--- src/rtl/lgpt_pkg.sv ---
// ----------------------------------------------------------------------------
// lgpt_pkg: shared types and constants of the gait phase timer
// item and result words, phase and command codes, register indexes
// ----------------------------------------------------------------------------
package lgpt_pkg;

    // configuration words and the serial divider
    localparam int CFG_W        = 16;
    localparam int CFG_IDX_W    = 2;
    localparam int FRACTION_BITS = 16;
    localparam int PROG_W       = FRACTION_BITS + 1;
    // one divider run yields one quotient bit per step; integer quotients of
    // config words and fraction bits both take this many steps
    localparam int DIV_STEPS    = 16;
    localparam int QUO_W        = DIV_STEPS;

    // legs
    localparam int LEG_COUNT    = 4;
    localparam int LEG_W        = 2;

    // register indexes
    localparam logic [CFG_IDX_W-1:0] CFG_CYCLE  = 2'd0;
    localparam logic [CFG_IDX_W-1:0] CFG_SWING  = 2'd1;
    localparam logic [CFG_IDX_W-1:0] CFG_PERIOD = 2'd2;

    localparam logic [CFG_W-1:0] CYCLE_RST  = 16'd1000;
    localparam logic [CFG_W-1:0] SWING_RST  = 16'd500;
    localparam logic [CFG_W-1:0] PERIOD_RST = 16'd20;

    // command codes
    localparam logic ACT_TICK  = 1'b0;
    localparam logic ACT_START = 1'b1;

    // phase codes
    localparam logic [1:0] PH_FINISHED = 2'd0;
    localparam logic [1:0] PH_BEFORE   = 2'd1;
    localparam logic [1:0] PH_SWING    = 2'd2;
    localparam logic [1:0] PH_AFTER    = 2'd3;

    // 1.0 in Q1.16
    localparam logic [PROG_W-1:0] FRAC_ONE = {1'b1, {FRACTION_BITS{1'b0}}};

    typedef struct packed {
        logic                    action;
        logic [LEG_W-1:0]        leg_index;
        logic signed [15:0]      from_x;
        logic signed [15:0]      from_y;
        logic signed [15:0]      from_z;
        logic signed [15:0]      to_x;
        logic signed [15:0]      to_y;
        logic signed [15:0]      to_z;
    } t_in_word;

    typedef struct packed {
        logic [LEG_W-1:0]        leg_id;
        logic [1:0]              phase;
        logic                    on_ground;
        logic [PROG_W-1:0]       swing_progress;
        logic [PROG_W-1:0]       cycle_progress;
        logic                    step_done;
        logic                    last_leg;
    } t_out_word;

endpackage

--- src/rtl/lgpt_div.sv ---
// ----------------------------------------------------------------------------
// lgpt_div: bit-serial restoring divider
// one quotient bit per cycle; remainder may be preloaded for fraction runs
// ----------------------------------------------------------------------------
module lgpt_div #(
    parameter int DW = 17
) (
    input  logic                         i_clk,
    input  logic                         i_rst_n,
    input  logic                         i_go,
    input  logic [DW-1:0]                i_rem,
    input  logic [lgpt_pkg::CFG_W-1:0]   i_dividend,
    input  logic [DW-1:0]                i_divisor,
    output logic                         o_done,
    output logic [lgpt_pkg::QUO_W-1:0]   o_quot
);

    localparam int CNT_W = $clog2(lgpt_pkg::DIV_STEPS);
    localparam logic [CNT_W-1:0] LAST_STEP = CNT_W'(lgpt_pkg::DIV_STEPS - 1);

    logic [DW-1:0]                 r_rem;
    logic [lgpt_pkg::CFG_W-1:0]    r_dvd;
    logic [DW-1:0]                 r_dvs;
    logic [lgpt_pkg::QUO_W-1:0]    r_quo;
    logic [CNT_W-1:0]              r_cnt;
    logic                          r_run;
    logic                          r_done;

    logic [DW:0]                   w_trial;
    logic                          w_fit;
    logic [DW-1:0]                 n_rem;

    // shift in the next dividend bit and try the subtract
    assign w_trial = {r_rem, r_dvd[lgpt_pkg::CFG_W-1]};
    assign w_fit   = (w_trial >= {1'b0, r_dvs});
    assign n_rem   = w_fit ? DW'(w_trial - {1'b0, r_dvs}) : DW'(w_trial);

    always_ff @(posedge i_clk) begin
        if (!i_rst_n) begin
            r_run  <= 1'b0;
            r_done <= 1'b0;
            r_cnt  <= '0;
        end else begin
            r_done <= 1'b0;
            if (i_go) begin
                r_rem <= i_rem;
                r_dvd <= i_dividend;
                r_dvs <= i_divisor;
                r_cnt <= '0;
                r_run <= 1'b1;
            end else if (r_run) begin
                r_rem <= n_rem;
                r_dvd <= {r_dvd[lgpt_pkg::CFG_W-2:0], 1'b0};
                r_quo <= {r_quo[lgpt_pkg::QUO_W-2:0], w_fit};
                r_cnt <= r_cnt + 1'b1;
                if (r_cnt == LAST_STEP) begin
                    r_run  <= 1'b0;
                    r_done <= 1'b1;
                end
            end
        end
    end

    assign o_done = r_done;
    assign o_quot = r_quo;

endmodule

--- src/rtl/leg_gait_phase_timer_core.sv ---
// ----------------------------------------------------------------------------
// leg_gait_phase_timer_core: per-leg gait step timer
// start items load one leg's phase counters, tick items step all legs
// ----------------------------------------------------------------------------
// One item at a time: busy is high from the edge that takes a tick or a start
// with distinct points until its work is finished. A start item with equal
// start and target points is settled in the idle state and leaves busy low;
// any other start runs three divisions on the shared bit-serial divider (two
// when swing_duration is not below cycle_duration). A tick walks the legs in
// order: a finished leg goes from the leg state straight to emit, a running
// leg takes one divider run for cycle progress, and a leg in its swing phase
// one more for swing progress. The divider yields one quotient bit per clock.
// Each result is shown for exactly one cycle with o_result_strobe, registered
// in the emit state once the leg is settled; there is no back pressure, so
// the receiver must take every result as it comes. Configuration writes are
// taken only while the block is idle and no word is offered on start.
// ----------------------------------------------------------------------------
module leg_gait_phase_timer_core #(
    parameter int COUNT_WIDTH = 16
) (
    input  logic                              i_clk,
    input  logic                              i_rst_n,
    // command side
    input  logic                              start,
    output logic                              busy,
    input  lgpt_pkg::t_in_word                i_item,
    // result side
    output logic                              o_result_strobe,
    output lgpt_pkg::t_out_word               o_result,
    // configuration write channel
    input  logic                              i_cfg_valid,
    output logic                              o_cfg_ready,
    input  logic [lgpt_pkg::CFG_IDX_W-1:0]    i_cfg_index,
    input  logic [lgpt_pkg::CFG_W-1:0]        i_cfg_data
);

    // divider must hold a count length and twice a tick period
    localparam int DIV_W = (COUNT_WIDTH > lgpt_pkg::CFG_W + 1) ?
                           COUNT_WIDTH : lgpt_pkg::CFG_W + 1;
    localparam int CW    = COUNT_WIDTH;
    localparam int PW    = lgpt_pkg::PROG_W;
    localparam int NLEG  = lgpt_pkg::LEG_COUNT;
    localparam logic [lgpt_pkg::LEG_W-1:0] LAST_LEG = lgpt_pkg::LEG_W'(NLEG - 1);

    typedef enum logic [2:0] {
        ST_IDLE,
        ST_TOT,     // total = cycle / period
        ST_BEF,     // before = (cycle - swing) / (2 * period)
        ST_SWG,     // swing = swing / period, then load the leg
        ST_LEG,     // step one leg's counters
        ST_CYC,     // cycle progress fraction
        ST_SFR,     // swing progress fraction
        ST_EMIT     // put the leg's result word out
    } t_state;

    // configuration registers
    logic [lgpt_pkg::CFG_W-1:0] r_cycle_dur;
    logic [lgpt_pkg::CFG_W-1:0] r_swing_dur;
    logic [lgpt_pkg::CFG_W-1:0] r_tick_per;

    // sequencer
    t_state                       r_state;
    logic [lgpt_pkg::LEG_W-1:0]   r_leg;

    // per-leg state
    logic [CW-1:0]  r_total_left  [NLEG];
    logic [CW-1:0]  r_total_len   [NLEG];
    logic [CW-1:0]  r_before_left [NLEG];
    logic [CW-1:0]  r_swing_left  [NLEG];
    logic [CW-1:0]  r_swing_len   [NLEG];
    logic [CW-1:0]  r_after_left  [NLEG];
    logic [PW-1:0]  r_swing_frac  [NLEG];
    logic           r_foot_down   [NLEG];

    // working values of the item in flight
    logic [CW-1:0]  r_tot;
    logic [CW-1:0]  r_bef;
    logic [PW-1:0]  r_cyc;
    logic [1:0]     r_ph;
    logic           r_done;
    logic           r_cyc_one;

    // divider launch
    logic                        r_div_go;
    logic [DIV_W-1:0]            r_div_rem;
    logic [lgpt_pkg::CFG_W-1:0]  r_div_dvd;
    logic [DIV_W-1:0]            r_div_dvs;
    logic                        w_div_done;
    logic [lgpt_pkg::QUO_W-1:0]  w_div_quo;

    // result register
    lgpt_pkg::t_out_word  r_out;
    logic                 r_out_strobe;

    // saturate a divider quotient into a count
    function automatic logic [CW-1:0] sat_count(input logic [lgpt_pkg::QUO_W-1:0] q);
        logic [32:0] v_q;
        logic [32:0] v_max;
        v_q   = 33'(q);
        v_max = (33'd1 << CW) - 33'd1;
        return CW'((v_q > v_max) ? v_max : v_q);
    endfunction

    // fraction is exactly 1.0 for an empty length or a spent counter
    function automatic logic frac_one(input logic [CW-1:0] left, input logic [CW-1:0] len);
        return (len == '0) || (left == '0);
    endfunction

    // elapsed part of a length, used as the divider's starting remainder
    function automatic logic [CW-1:0] frac_rem(input logic [CW-1:0] left,
                                               input logic [CW-1:0] len);
        logic [CW-1:0] v_rem;
        v_rem = (len > left) ? len - left : '0;
        return frac_one(left, len) ? '0 : v_rem;
    endfunction

    logic [lgpt_pkg::CFG_W-1:0] w_period;
    logic [lgpt_pkg::CFG_W-1:0] w_span;
    logic                       w_same;
    logic [CW-1:0]              w_q_sat;
    logic [CW:0]                w_sb;
    logic [CW-1:0]              w_aft;
    logic [CW-1:0]              w_tl;
    logic [CW-1:0]              w_tl_dec;
    logic [CW-1:0]              w_bl;
    logic [CW-1:0]              w_sl;
    logic [CW-1:0]              w_al;
    logic [CW-1:0]              w_c_len;
    logic [CW-1:0]              w_s_left;
    logic [CW-1:0]              w_s_len;

    // zero period counts as one
    assign w_period = (r_tick_per == '0) ? lgpt_pkg::CFG_W'(1) : r_tick_per;
    assign w_span   = r_cycle_dur - r_swing_dur;
    assign w_same   = (i_item.from_x == i_item.to_x) && (i_item.from_y == i_item.to_y) &&
                      (i_item.from_z == i_item.to_z);
    assign w_q_sat  = sat_count(w_div_quo);

    // after = total - swing - before, clamped at zero
    assign w_sb  = (CW+1)'(w_q_sat) + (CW+1)'(r_bef);
    assign w_aft = ({1'b0, r_tot} > w_sb) ? CW'({1'b0, r_tot} - w_sb) : '0;

    // current leg
    assign w_tl     = r_total_left[r_leg];
    assign w_tl_dec = w_tl - 1'b1;
    assign w_bl     = r_before_left[r_leg];
    assign w_sl     = r_swing_left[r_leg];
    assign w_al     = r_after_left[r_leg];
    assign w_c_len  = r_total_len[r_leg];
    assign w_s_left = r_swing_left[r_leg];
    assign w_s_len  = r_swing_len[r_leg];

    lgpt_div #(
        .DW (DIV_W)
    ) u_div (
        .i_clk      (i_clk),
        .i_rst_n    (i_rst_n),
        .i_go       (r_div_go),
        .i_rem      (r_div_rem),
        .i_dividend (r_div_dvd),
        .i_divisor  (r_div_dvs),
        .o_done     (w_div_done),
        .o_quot     (w_div_quo)
    );

    always_ff @(posedge i_clk) begin
        if (!i_rst_n) begin
            r_cycle_dur  <= lgpt_pkg::CYCLE_RST;
            r_swing_dur  <= lgpt_pkg::SWING_RST;
            r_tick_per   <= lgpt_pkg::PERIOD_RST;
            r_state      <= ST_IDLE;
            r_leg        <= '0;
            r_div_go     <= 1'b0;
            r_out_strobe <= 1'b0;
            for (int k = 0; k < NLEG; k++) begin
                r_total_left[k]  <= '0;
                r_total_len[k]   <= '0;
                r_before_left[k] <= '0;
                r_swing_left[k]  <= '0;
                r_swing_len[k]   <= '0;
                r_after_left[k]  <= '0;
                r_swing_frac[k]  <= '0;
                r_foot_down[k]   <= 1'b1;
            end
        end else begin
            r_div_go     <= 1'b0;
            r_out_strobe <= 1'b0;

            // register writes, an unknown index is dropped
            if (i_cfg_valid && o_cfg_ready) begin
                unique case (i_cfg_index)
                    lgpt_pkg::CFG_CYCLE:  r_cycle_dur <= i_cfg_data;
                    lgpt_pkg::CFG_SWING:  r_swing_dur <= i_cfg_data;
                    lgpt_pkg::CFG_PERIOD: r_tick_per  <= i_cfg_data;
                    default: ;
                endcase
            end

            unique case (r_state)
                ST_IDLE: begin
                    if (start) begin
                        if (i_item.action == lgpt_pkg::ACT_START) begin
                            if (int'(i_item.leg_index) < NLEG) begin
                                r_leg <= i_item.leg_index;
                                if (w_same) begin
                                    // no travel: the step is empty
                                    r_total_left[i_item.leg_index]  <= '0;
                                    r_total_len[i_item.leg_index]   <= '0;
                                    r_before_left[i_item.leg_index] <= '0;
                                    r_swing_left[i_item.leg_index]  <= '0;
                                    r_swing_len[i_item.leg_index]   <= '0;
                                    r_after_left[i_item.leg_index]  <= '0;
                                    r_swing_frac[i_item.leg_index]  <= '0;
                                end else begin
                                    r_div_go  <= 1'b1;
                                    r_div_rem <= '0;
                                    r_div_dvd <= r_cycle_dur;
                                    r_div_dvs <= DIV_W'(w_period);
                                    r_state   <= ST_TOT;
                                end
                            end
                        end else begin
                            r_leg   <= '0;
                            r_state <= ST_LEG;
                        end
                    end
                end

                ST_TOT: begin
                    if (w_div_done) begin
                        r_tot     <= w_q_sat;
                        r_div_go  <= 1'b1;
                        r_div_rem <= '0;
                        if (r_cycle_dur > r_swing_dur) begin
                            r_div_dvd <= w_span;
                            r_div_dvs <= DIV_W'({w_period, 1'b0});
                            r_state   <= ST_BEF;
                        end else begin
                            r_bef     <= '0;
                            r_div_dvd <= r_swing_dur;
                            r_div_dvs <= DIV_W'(w_period);
                            r_state   <= ST_SWG;
                        end
                    end
                end

                ST_BEF: begin
                    if (w_div_done) begin
                        r_bef     <= w_q_sat;
                        r_div_go  <= 1'b1;
                        r_div_rem <= '0;
                        r_div_dvd <= r_swing_dur;
                        r_div_dvs <= DIV_W'(w_period);
                        r_state   <= ST_SWG;
                    end
                end

                ST_SWG: begin
                    if (w_div_done) begin
                        r_total_left[r_leg]  <= r_tot;
                        r_total_len[r_leg]   <= r_tot;
                        r_before_left[r_leg] <= r_bef;
                        r_swing_left[r_leg]  <= w_q_sat;
                        r_swing_len[r_leg]   <= w_q_sat;
                        r_after_left[r_leg]  <= w_aft;
                        r_swing_frac[r_leg]  <= '0;
                        r_state              <= ST_IDLE;
                    end
                end

                ST_LEG: begin
                    if (w_tl == '0) begin
                        // step over: report done, flag untouched
                        r_ph                <= lgpt_pkg::PH_FINISHED;
                        r_done              <= 1'b1;
                        r_cyc               <= lgpt_pkg::FRAC_ONE;
                        r_swing_frac[r_leg] <= lgpt_pkg::FRAC_ONE;
                        r_state             <= ST_EMIT;
                    end else begin
                        r_done              <= 1'b0;
                        r_total_left[r_leg] <= w_tl_dec;
                        r_cyc_one           <= frac_one(w_tl_dec, w_c_len);
                        r_div_go            <= 1'b1;
                        r_div_rem           <= DIV_W'(frac_rem(w_tl_dec, w_c_len));
                        r_div_dvd           <= '0;
                        r_div_dvs           <= DIV_W'(w_c_len);
                        // first unspent phase counts down
                        if (w_bl != '0) begin
                            r_before_left[r_leg] <= w_bl - 1'b1;
                            r_ph                 <= lgpt_pkg::PH_BEFORE;
                        end else if (w_sl != '0) begin
                            r_swing_left[r_leg] <= w_sl - 1'b1;
                            r_foot_down[r_leg]  <= 1'b0;
                            r_ph                <= lgpt_pkg::PH_SWING;
                        end else begin
                            r_swing_frac[r_leg] <= lgpt_pkg::FRAC_ONE;
                            r_ph                <= lgpt_pkg::PH_AFTER;
                            if (w_al != '0) begin
                                r_after_left[r_leg] <= w_al - 1'b1;
                                r_foot_down[r_leg]  <= 1'b1;
                            end
                        end
                        r_state <= ST_CYC;
                    end
                end

                ST_CYC: begin
                    if (w_div_done) begin
                        r_cyc <= r_cyc_one ? lgpt_pkg::FRAC_ONE : PW'(w_div_quo);
                        if (r_ph == lgpt_pkg::PH_SWING) begin
                            // swing counter already stepped in ST_LEG
                            r_div_go  <= 1'b1;
                            r_div_rem <= DIV_W'(frac_rem(w_s_left, w_s_len));
                            r_div_dvd <= '0;
                            r_div_dvs <= DIV_W'(w_s_len);
                            r_state   <= ST_SFR;
                        end else begin
                            r_state <= ST_EMIT;
                        end
                    end
                end

                ST_SFR: begin
                    if (w_div_done) begin
                        r_swing_frac[r_leg] <= frac_one(w_s_left, w_s_len) ?
                                               lgpt_pkg::FRAC_ONE : PW'(w_div_quo);
                        r_state             <= ST_EMIT;
                    end
                end

                ST_EMIT: begin
                    r_out.leg_id         <= r_leg;
                    r_out.phase          <= r_ph;
                    r_out.on_ground      <= r_foot_down[r_leg];
                    r_out.swing_progress <= r_swing_frac[r_leg];
                    r_out.cycle_progress <= r_cyc;
                    r_out.step_done      <= r_done;
                    r_out.last_leg       <= (r_leg == LAST_LEG);
                    r_out_strobe         <= 1'b1;
                    if (r_leg == LAST_LEG) begin
                        r_state <= ST_IDLE;
                    end else begin
                        r_leg   <= r_leg + 1'b1;
                        r_state <= ST_LEG;
                    end
                end

                default: r_state <= ST_IDLE;
            endcase
        end
    end

    assign busy            = (r_state != ST_IDLE);
    // no write at the edge that takes a word, so the word sees one set of settings
    assign o_cfg_ready     = (r_state == ST_IDLE) && !start;
    assign o_result_strobe = r_out_strobe;
    assign o_result        = r_out;

`ifndef SYNTHESIS
    // a result word only follows the emit state
    a_strobe_from_emit: assert property (@(posedge i_clk) disable iff (!i_rst_n)
        r_out_strobe |-> $past(r_state == ST_EMIT))
        else $error("result strobe without emit");

    // divider completes only while the sequencer waits on it
    a_div_done_waited: assert property (@(posedge i_clk) disable iff (!i_rst_n)
        w_div_done |-> (r_state == ST_TOT || r_state == ST_BEF || r_state == ST_SWG ||
                        r_state == ST_CYC || r_state == ST_SFR))
        else $error("divider done in a state that does not wait for it");

    // a finished leg reports phase zero and full cycle progress
    a_done_word: assert property (@(posedge i_clk) disable iff (!i_rst_n)
        (o_result_strobe && o_result.step_done) |->
            (o_result.phase == lgpt_pkg::PH_FINISHED &&
             o_result.cycle_progress == lgpt_pkg::FRAC_ONE))
        else $error("done word with wrong phase or progress");

    // a tick always keeps the block busy for the leg walk
    a_tick_busy: assert property (@(posedge i_clk) disable iff (!i_rst_n)
        (start && !busy && i_item.action == lgpt_pkg::ACT_TICK) |=> busy)
        else $error("tick taken without going busy");
`endif

endmodule

--- config.mk ---
export PLATFORM = sky130hd
export DESIGN_NAME = leg_gait_phase_timer_core
export DESIGN_NICKNAME = d
export VERILOG_FILES = /design/src/rtl/lgpt_pkg.sv /design/src/rtl/lgpt_div.sv /design/src/rtl/leg_gait_phase_timer_core.sv
export SDC_FILE = /design/constraint.sdc
export NUM_CORES = 1
export LEC_CHECK = 0
export ABC_AREA = 1
export BUFFER_PORTS_ARGS = -buffer_cell sky130_fd_sc_hd__buf_2
export CAP_MARGIN = 10
export CORE_MARGIN = 3
export CORE_UTILIZATION = 45
export CTS_CLUSTER_DIAMETER = 50
export CTS_CLUSTER_SIZE = 30
export DETAILED_ROUTE_END_ITERATION = 10
export GPL_ROUTABILITY_DRIVEN = 0
export HOLD_SLACK_MARGIN = 0.03
export SETUP_SLACK_MARGIN = 0.05
export SLEW_MARGIN = 20
export SYNTH_ARGS = -nofsm -noshare
export SYNTH_HDL_FRONTEND = slang
export SYNTH_HIERARCHICAL = 1
export SYNTH_SLANG_ARGS = --single-unit
--- constraint.sdc ---
create_clock -name i_clk -period 4.7 [get_ports i_clk]
set_input_delay 0.94 -clock i_clk [delete_from_list [all_inputs] [get_ports i_clk]]
set_output_delay 0.94 -clock i_clk [all_outputs]
set_load 0.01 [all_outputs]
### Word level (Yosys, flattened, before mapping)

Memory sizes are Yosys's and may differ from the RTL's. A register that Yosys moved wholly into a read port is not among the register bits.
Cells that the tools add are included.

* magnitude comparators: 5
* muxes and demuxes: 189
* add/subtract/negate cells: 12
* reductions and logical operators: 60
* bitwise operators: 12
* eq/ne operators: 30

Operators by type and width (count)
* 2-to-1 mux 16 bit: 36
* 2-to-1 mux 17 bit: 28
* OR reduction 16 bit: 12
* zero test 16 bit: 6
* one-hot mux 17 bit (5 select lines): 1
* one-hot mux 16 bit (5 select lines): 1
* 2-to-1 mux 1 bit: 77
* one-hot mux 17 bit (4 select lines): 1
* subtractor 16 x 1 -> 16 bit, second input constant: 4
* subtractor 16 bit: 4
* 2-to-1 mux 2 bit: 31
* equality test 16 bit: 3
* > comparator 16 bit: 3
* nonzero test 16 bit: 3
* one-hot mux 17 bit (2 select lines): 1
* OR reduction 17 bit: 2
* one-hot mux 16 bit (2 select lines): 1
* 2-to-1 mux 3 bit: 9
* one-hot mux 3 bit (8 select lines): 1
* >= comparator 18 x 17 -> 1 bit: 1
* adder 16 x 16 -> 17 bit: 1
* > comparator 16 x 17 -> 1 bit: 1
* subtractor 17 bit: 1
* inequality test 2 bit, second input constant: 8
* other kinds (33): 72

* RAM bits: 456
* memories kept: 8
* flip-flop bits (word level): 253
* bits of input ports: 121
* logic and storage cells: 345

Memory list
* r_swing_frac: words 4, width 17, read ports 1, clocked after Yosys merged registers in 1, write ports 4, line leg_gait_phase_timer_core.sv:72 `logic [PW-1:0] r_swing_frac [NLEG];`
* r_after_left: words 4, width 16, read ports 1, clocked after Yosys merged registers in 1, write ports 4, line leg_gait_phase_timer_core.sv:71 `logic [CW-1:0] r_after_left [NLEG];`
* r_before_left: words 4, width 16, read ports 1, clocked after Yosys merged registers in 1, write ports 4, line leg_gait_phase_timer_core.sv:68 `logic [CW-1:0] r_before_left [NLEG];`
* r_swing_left: words 4, width 16, read ports 1, clocked after Yosys merged registers in 1, write ports 4, line leg_gait_phase_timer_core.sv:69 `logic [CW-1:0] r_swing_left [NLEG];`
* r_swing_len: words 4, width 16, read ports 1, clocked after Yosys merged registers in 1, write ports 4, line leg_gait_phase_timer_core.sv:70 `logic [CW-1:0] r_swing_len [NLEG];`
* r_total_left: words 4, width 16, read ports 1, clocked after Yosys merged registers in 1, write ports 4, line leg_gait_phase_timer_core.sv:66 `logic [CW-1:0] r_total_left [NLEG];`
* 2 more memories

### Longest topological paths before layout

* depth in word-level cells: 12
* mapped depth: 28
* gate-level depth less buffers: 27

### Cells and area by module

Netlist, hierarchy kept.

By module, submodules not included
* leg_gait_phase_timer_core: instances 1, cells an instance 3660, sequential area each 19128.3 um^2, area each 34458.0 um^2
* lgpt_div: instances 1, cells an instance 486, sequential area each 2102.0 um^2, area each 4097.7 um^2

### Worst setup path before layout

OpenSTA, ideal clock, no wires.

* path kind: input-to-reg
* start: input i_item[92] (netlist name)
* end: memory r_swing_len[3][0] (netlist name), enable pin
* stages: 11
* data arrival time: 4.239 ns
* setup time: 0.461 ns
* setup slack: 0.000 ns
* path through: xor2_1 > nor2_1 > nand4_1 > nor2_1 > nand2_1 > nor2_1 > nand3_1 > nor2_1 > nand3_1 > o21ai_0 > nor3_1

RTL lines
* from (decl): line leg_gait_phase_timer_core.sv:26 `input lgpt_pkg::t_in_word i_item,`
* to (decl): line leg_gait_phase_timer_core.sv:70

==> impl_metrics.json <==
{
  "ys_async_sr_fraction_pct": 0,
  "status": "finished clean",
  "placed_area_um2": 40800,
  "syn-num-nets": 4373,
  "cts_tree": "done",
  "ys_ff_latch": 728,
  "setup_viol": 0,
  "ctsHoldBuffers": 0,
  "power.leakage_nw": 17.6,
  "hold_viol_final": 0,
  "grt_max_degree": 62,
  "grt_pass1_wl_mm": 168,
  "yosysSeqAreaShare_pct": 55.1,
  "drive_gt1_share_pct": 14.5,
  "worst_pin_slew_ps": 964,
  "root_buffer": "clkbuf_16",
  "avgSynthCellArea_um2": 9.30,
  "track_usage_pct": 24.2,
  "syn-cell-area_um2": 38600,
  "dr.pass1.iters": 8,
  "fmax_ghz": 0.234,
  "clk_latency_ps": 650,
  "min_period_over_period_pct": 91.1,
  "n_fill_cell": 7795,
  "relSlewSlack_pct": 35.5,
  "route.met2.wl_mm": 50.4,
  "clockBufferDepth": 3,
  "power_density_nw_per_um2": 559,
  "wl_met3_mm": 8.04,
  "cp-end-kind": "flip-flop",
  "crit_type": "reg -> reg",
  "m1WireLength_mm": 47.9,
  "period_needed_ps": 4280,
  "rsz0062_at_grt": "false",
  "synth_edf_count": 665,
  "row_count": 106,
  "hold_class": "reg -> reg",
  "die_w_um": 299,
  "start_util_pct": 45.8,
  "multi_input_area_um2": 14900,
  "finClkSkew_ps": 25.8,
  "nNetsFinal": 4578,
  "max-cap-violations": 0,
  "max-vdd-ir-drop_mv": 0.312,
  "final_max_slew_viol_count": 0,
  "final_area_um2": 43800,
  "synthFlopType": "edfxtp_1",
  "yosysUniqueCellTypes": 67,
  "worstSetupStartpointType": "flip-flop",
  "routed_wl_mm": 110,
  "crit_arrival_ps": 4770,
  "post_drt_via_cell_ratio": 5.38,
  "htreeDepth": 3,
  "remaining_drc_errors": 0,
  "overflow": 0,
  "synthCells": 4146,
  "clock-sinks": 728,
  "regArea_um2": 21200,
  "yosysWarnings": 6,
  "worstPathRequired_ps": 5180,
  "grt_antenna_before_repair": 2,
  "cts_buffers": 79,
  "area_delta_synth_final_pct": 13.6,
  "highest_layer": "met4",
  "tns_ps": 0,
  "drt-initial-drc-count": 2637,
  "wl_per_cell_um": 19.8,
  "numPortBuffers": 164,
  "design.die.area_um2": 89200,
  "synth.largest_area_cell": "edfxtp_1",
  "boundaryPins": 165,
  "vias": 29900,
  "core-area_um2": 84200,
  "fp.dieH_um": 299,
  "cp_max_fo": 14,
  "clk_pin_slew_ps": 70,
  "hpwl_mm": 77.5,
  "grt_pass1_vias": 28200,
  "synth_top_area_share_pct": 51.8,
  "synth_top_cells_by_area": "edfxtp_1 (52%), nand2_1 (8.7%), nor2_1 (6.3%)",
  "ant_nets": 0
}
-- cell usage in the layout (no fill, tap or decap), types with 14 or more instances in the layout --
master	count
nand2_1	898
edfxtp_1	665
nor2_1	647
inv_1	404
nand3_1	212
o21ai_0	185
buf_2	164
a21oi_1	155
buf_4	103
ha_1	96
clkbuf_16	79
xor2_1	76
xnor2_1	69
dfxtp_1	61
nor2_2	48
o21ai_1	44
nand4_1	36
nor3_1	33
o22ai_1	31
nand2_2	30
inv_2	23
o22a_1	20
o21ai_2	19
nand3_2	18
nor3_2	18
o211ai_1	14
or2_2	14
-- report_power, final --
group	internal, W	switching (W)	leakage [nW]
logic	0.00302	0.00669	9.26
clock network	0.00381	0.00296	1.39
registers	0.00776	0.000228	6.96
-- what timing repair did --
item	4_1_cts	5_1_grt
buffers inserted	0	4
gates resized for setup	0	9
setup endpoints to repair	0	45
-- cells by family after synthesis --
family | after synthesis | share of synthesized area, %
AOI/OAI and AO/OA | 569 | 8.81
adders and majority gates | 106 | 3.56
DFF | 728 | 55.1
other | 1 | 0.00973
xor gates and xnor gates | 145 | 3.29
and+or+nand+nor | 2010 | 22.5
buffers and inverters | 587 | 6.72
-- Yosys cell counts (13+ instances only) --
library cell	number
ha_1	100
nand3_2	18
o21ai_2	19
inv_2	24
nor3_2	14
o211ai_1	14
xor2_1	76
nor3_1	38
nand3b_1	13
buf_6	32
o22ai_1	31
a31oi_1	13
nand2_2	30
nor2_1	649
nand3_1	212
nor2_2	47
dfxtp_1	63
inv_1	404
or2_2	14
o21ai_0	187
nand2_1	898
buf_2	31
nand4_1	36
o21ai_1	42
buf_4	25
o221ai_1	13
xnor2_1	69
clkbuf_1	60
o22a_1	20
a21oi_1	157
edfxtp_1	665
-- worst paths after layout --
check,slack (ps),cells past startpoint,startpoint,end
setup / recovery,420,26,r_bef[0]$_SDFFCE_PN0P_,r_after_left[0][12]$_SDFFCE_PN0P_
hold / removal,410,0,r_div_dvs[16]$_DFFE_PP_,u_div/r_dvs[16]$_DFFE_PP_
setup reg to reg,420,26,r_bef[0]$_SDFFCE_PN0P_,r_after_left[0][12]$_SDFFCE_PN0P_
hold reg to reg,410,0,r_div_dvs[16]$_DFFE_PP_,u_div/r_dvs[16]$_DFFE_PP_
-- sequential cells by signal, summed over array words and instances, names as in the netlist, 41 cells and up, named ones only --
signal and flops:
o_result 41, r_after_left 64, r_before_left 64, r_swing_frac 68, r_swing_left 64, r_swing_len 64
r_total_left 64, r_total_len 64
-- metal layers --
layer  vias up  global-route usage, %
li1      14400                      -
met1     14200                   34.6
met2      1086                   38.4
met3       195                   3.17
met4         0                   7.97
met5         -                      0
-- critical path, stage by stage (launching register included) --
cell and delay [ps]:
edfxtp_1 420, ha_1 250, fa_1 410, a21oi_1 160, o21bai_1 140, a21oi_2 220, o21a_1 170, o21ai_1 110
nand3_1 90, nand2_1 60, xor2_1 150, ha_1 380, nand2_1 110, nor2_1 140, inv_1 70, nor2_1 80
nand2_1 60, o211ai_1 170, nand2_1 90, nand2_1 60, nand2_1 60, nor2_1 130, buf_6 180, nand2_1 60
o21ai_1 130, inv_1 110, nor2_1 110
-- through the flow --
stage                     setup WS [ps]  power [W]  utilization [%]  hold WS [ps]  std cells
after floorplan                     420     0.0150                -           400       4146
after global placement              389     0.0176             48.4           402       5399
after detailed placement            339     0.0177             48.4           405       5399
after CTS                           329     0.0244             51.8           409       5545
after global routing               28.0     0.0259             52.0           412       5551
final                               420     0.0245             52.0           409       5551
-- final cells by class --
type | instances | area share (%)
antenna | 1 | 0.00571
sequential | 728 | 48.5
clock buffer | 81 | 4.53
tap | 1134 | 3.24
clock inverter | 65 | 2.01
inverter | 435 | 3.75
multi-input combinational | 2831 | 33.9
timing repair buffer | 276 | 4.05
(Power assumes the default switching activity.)
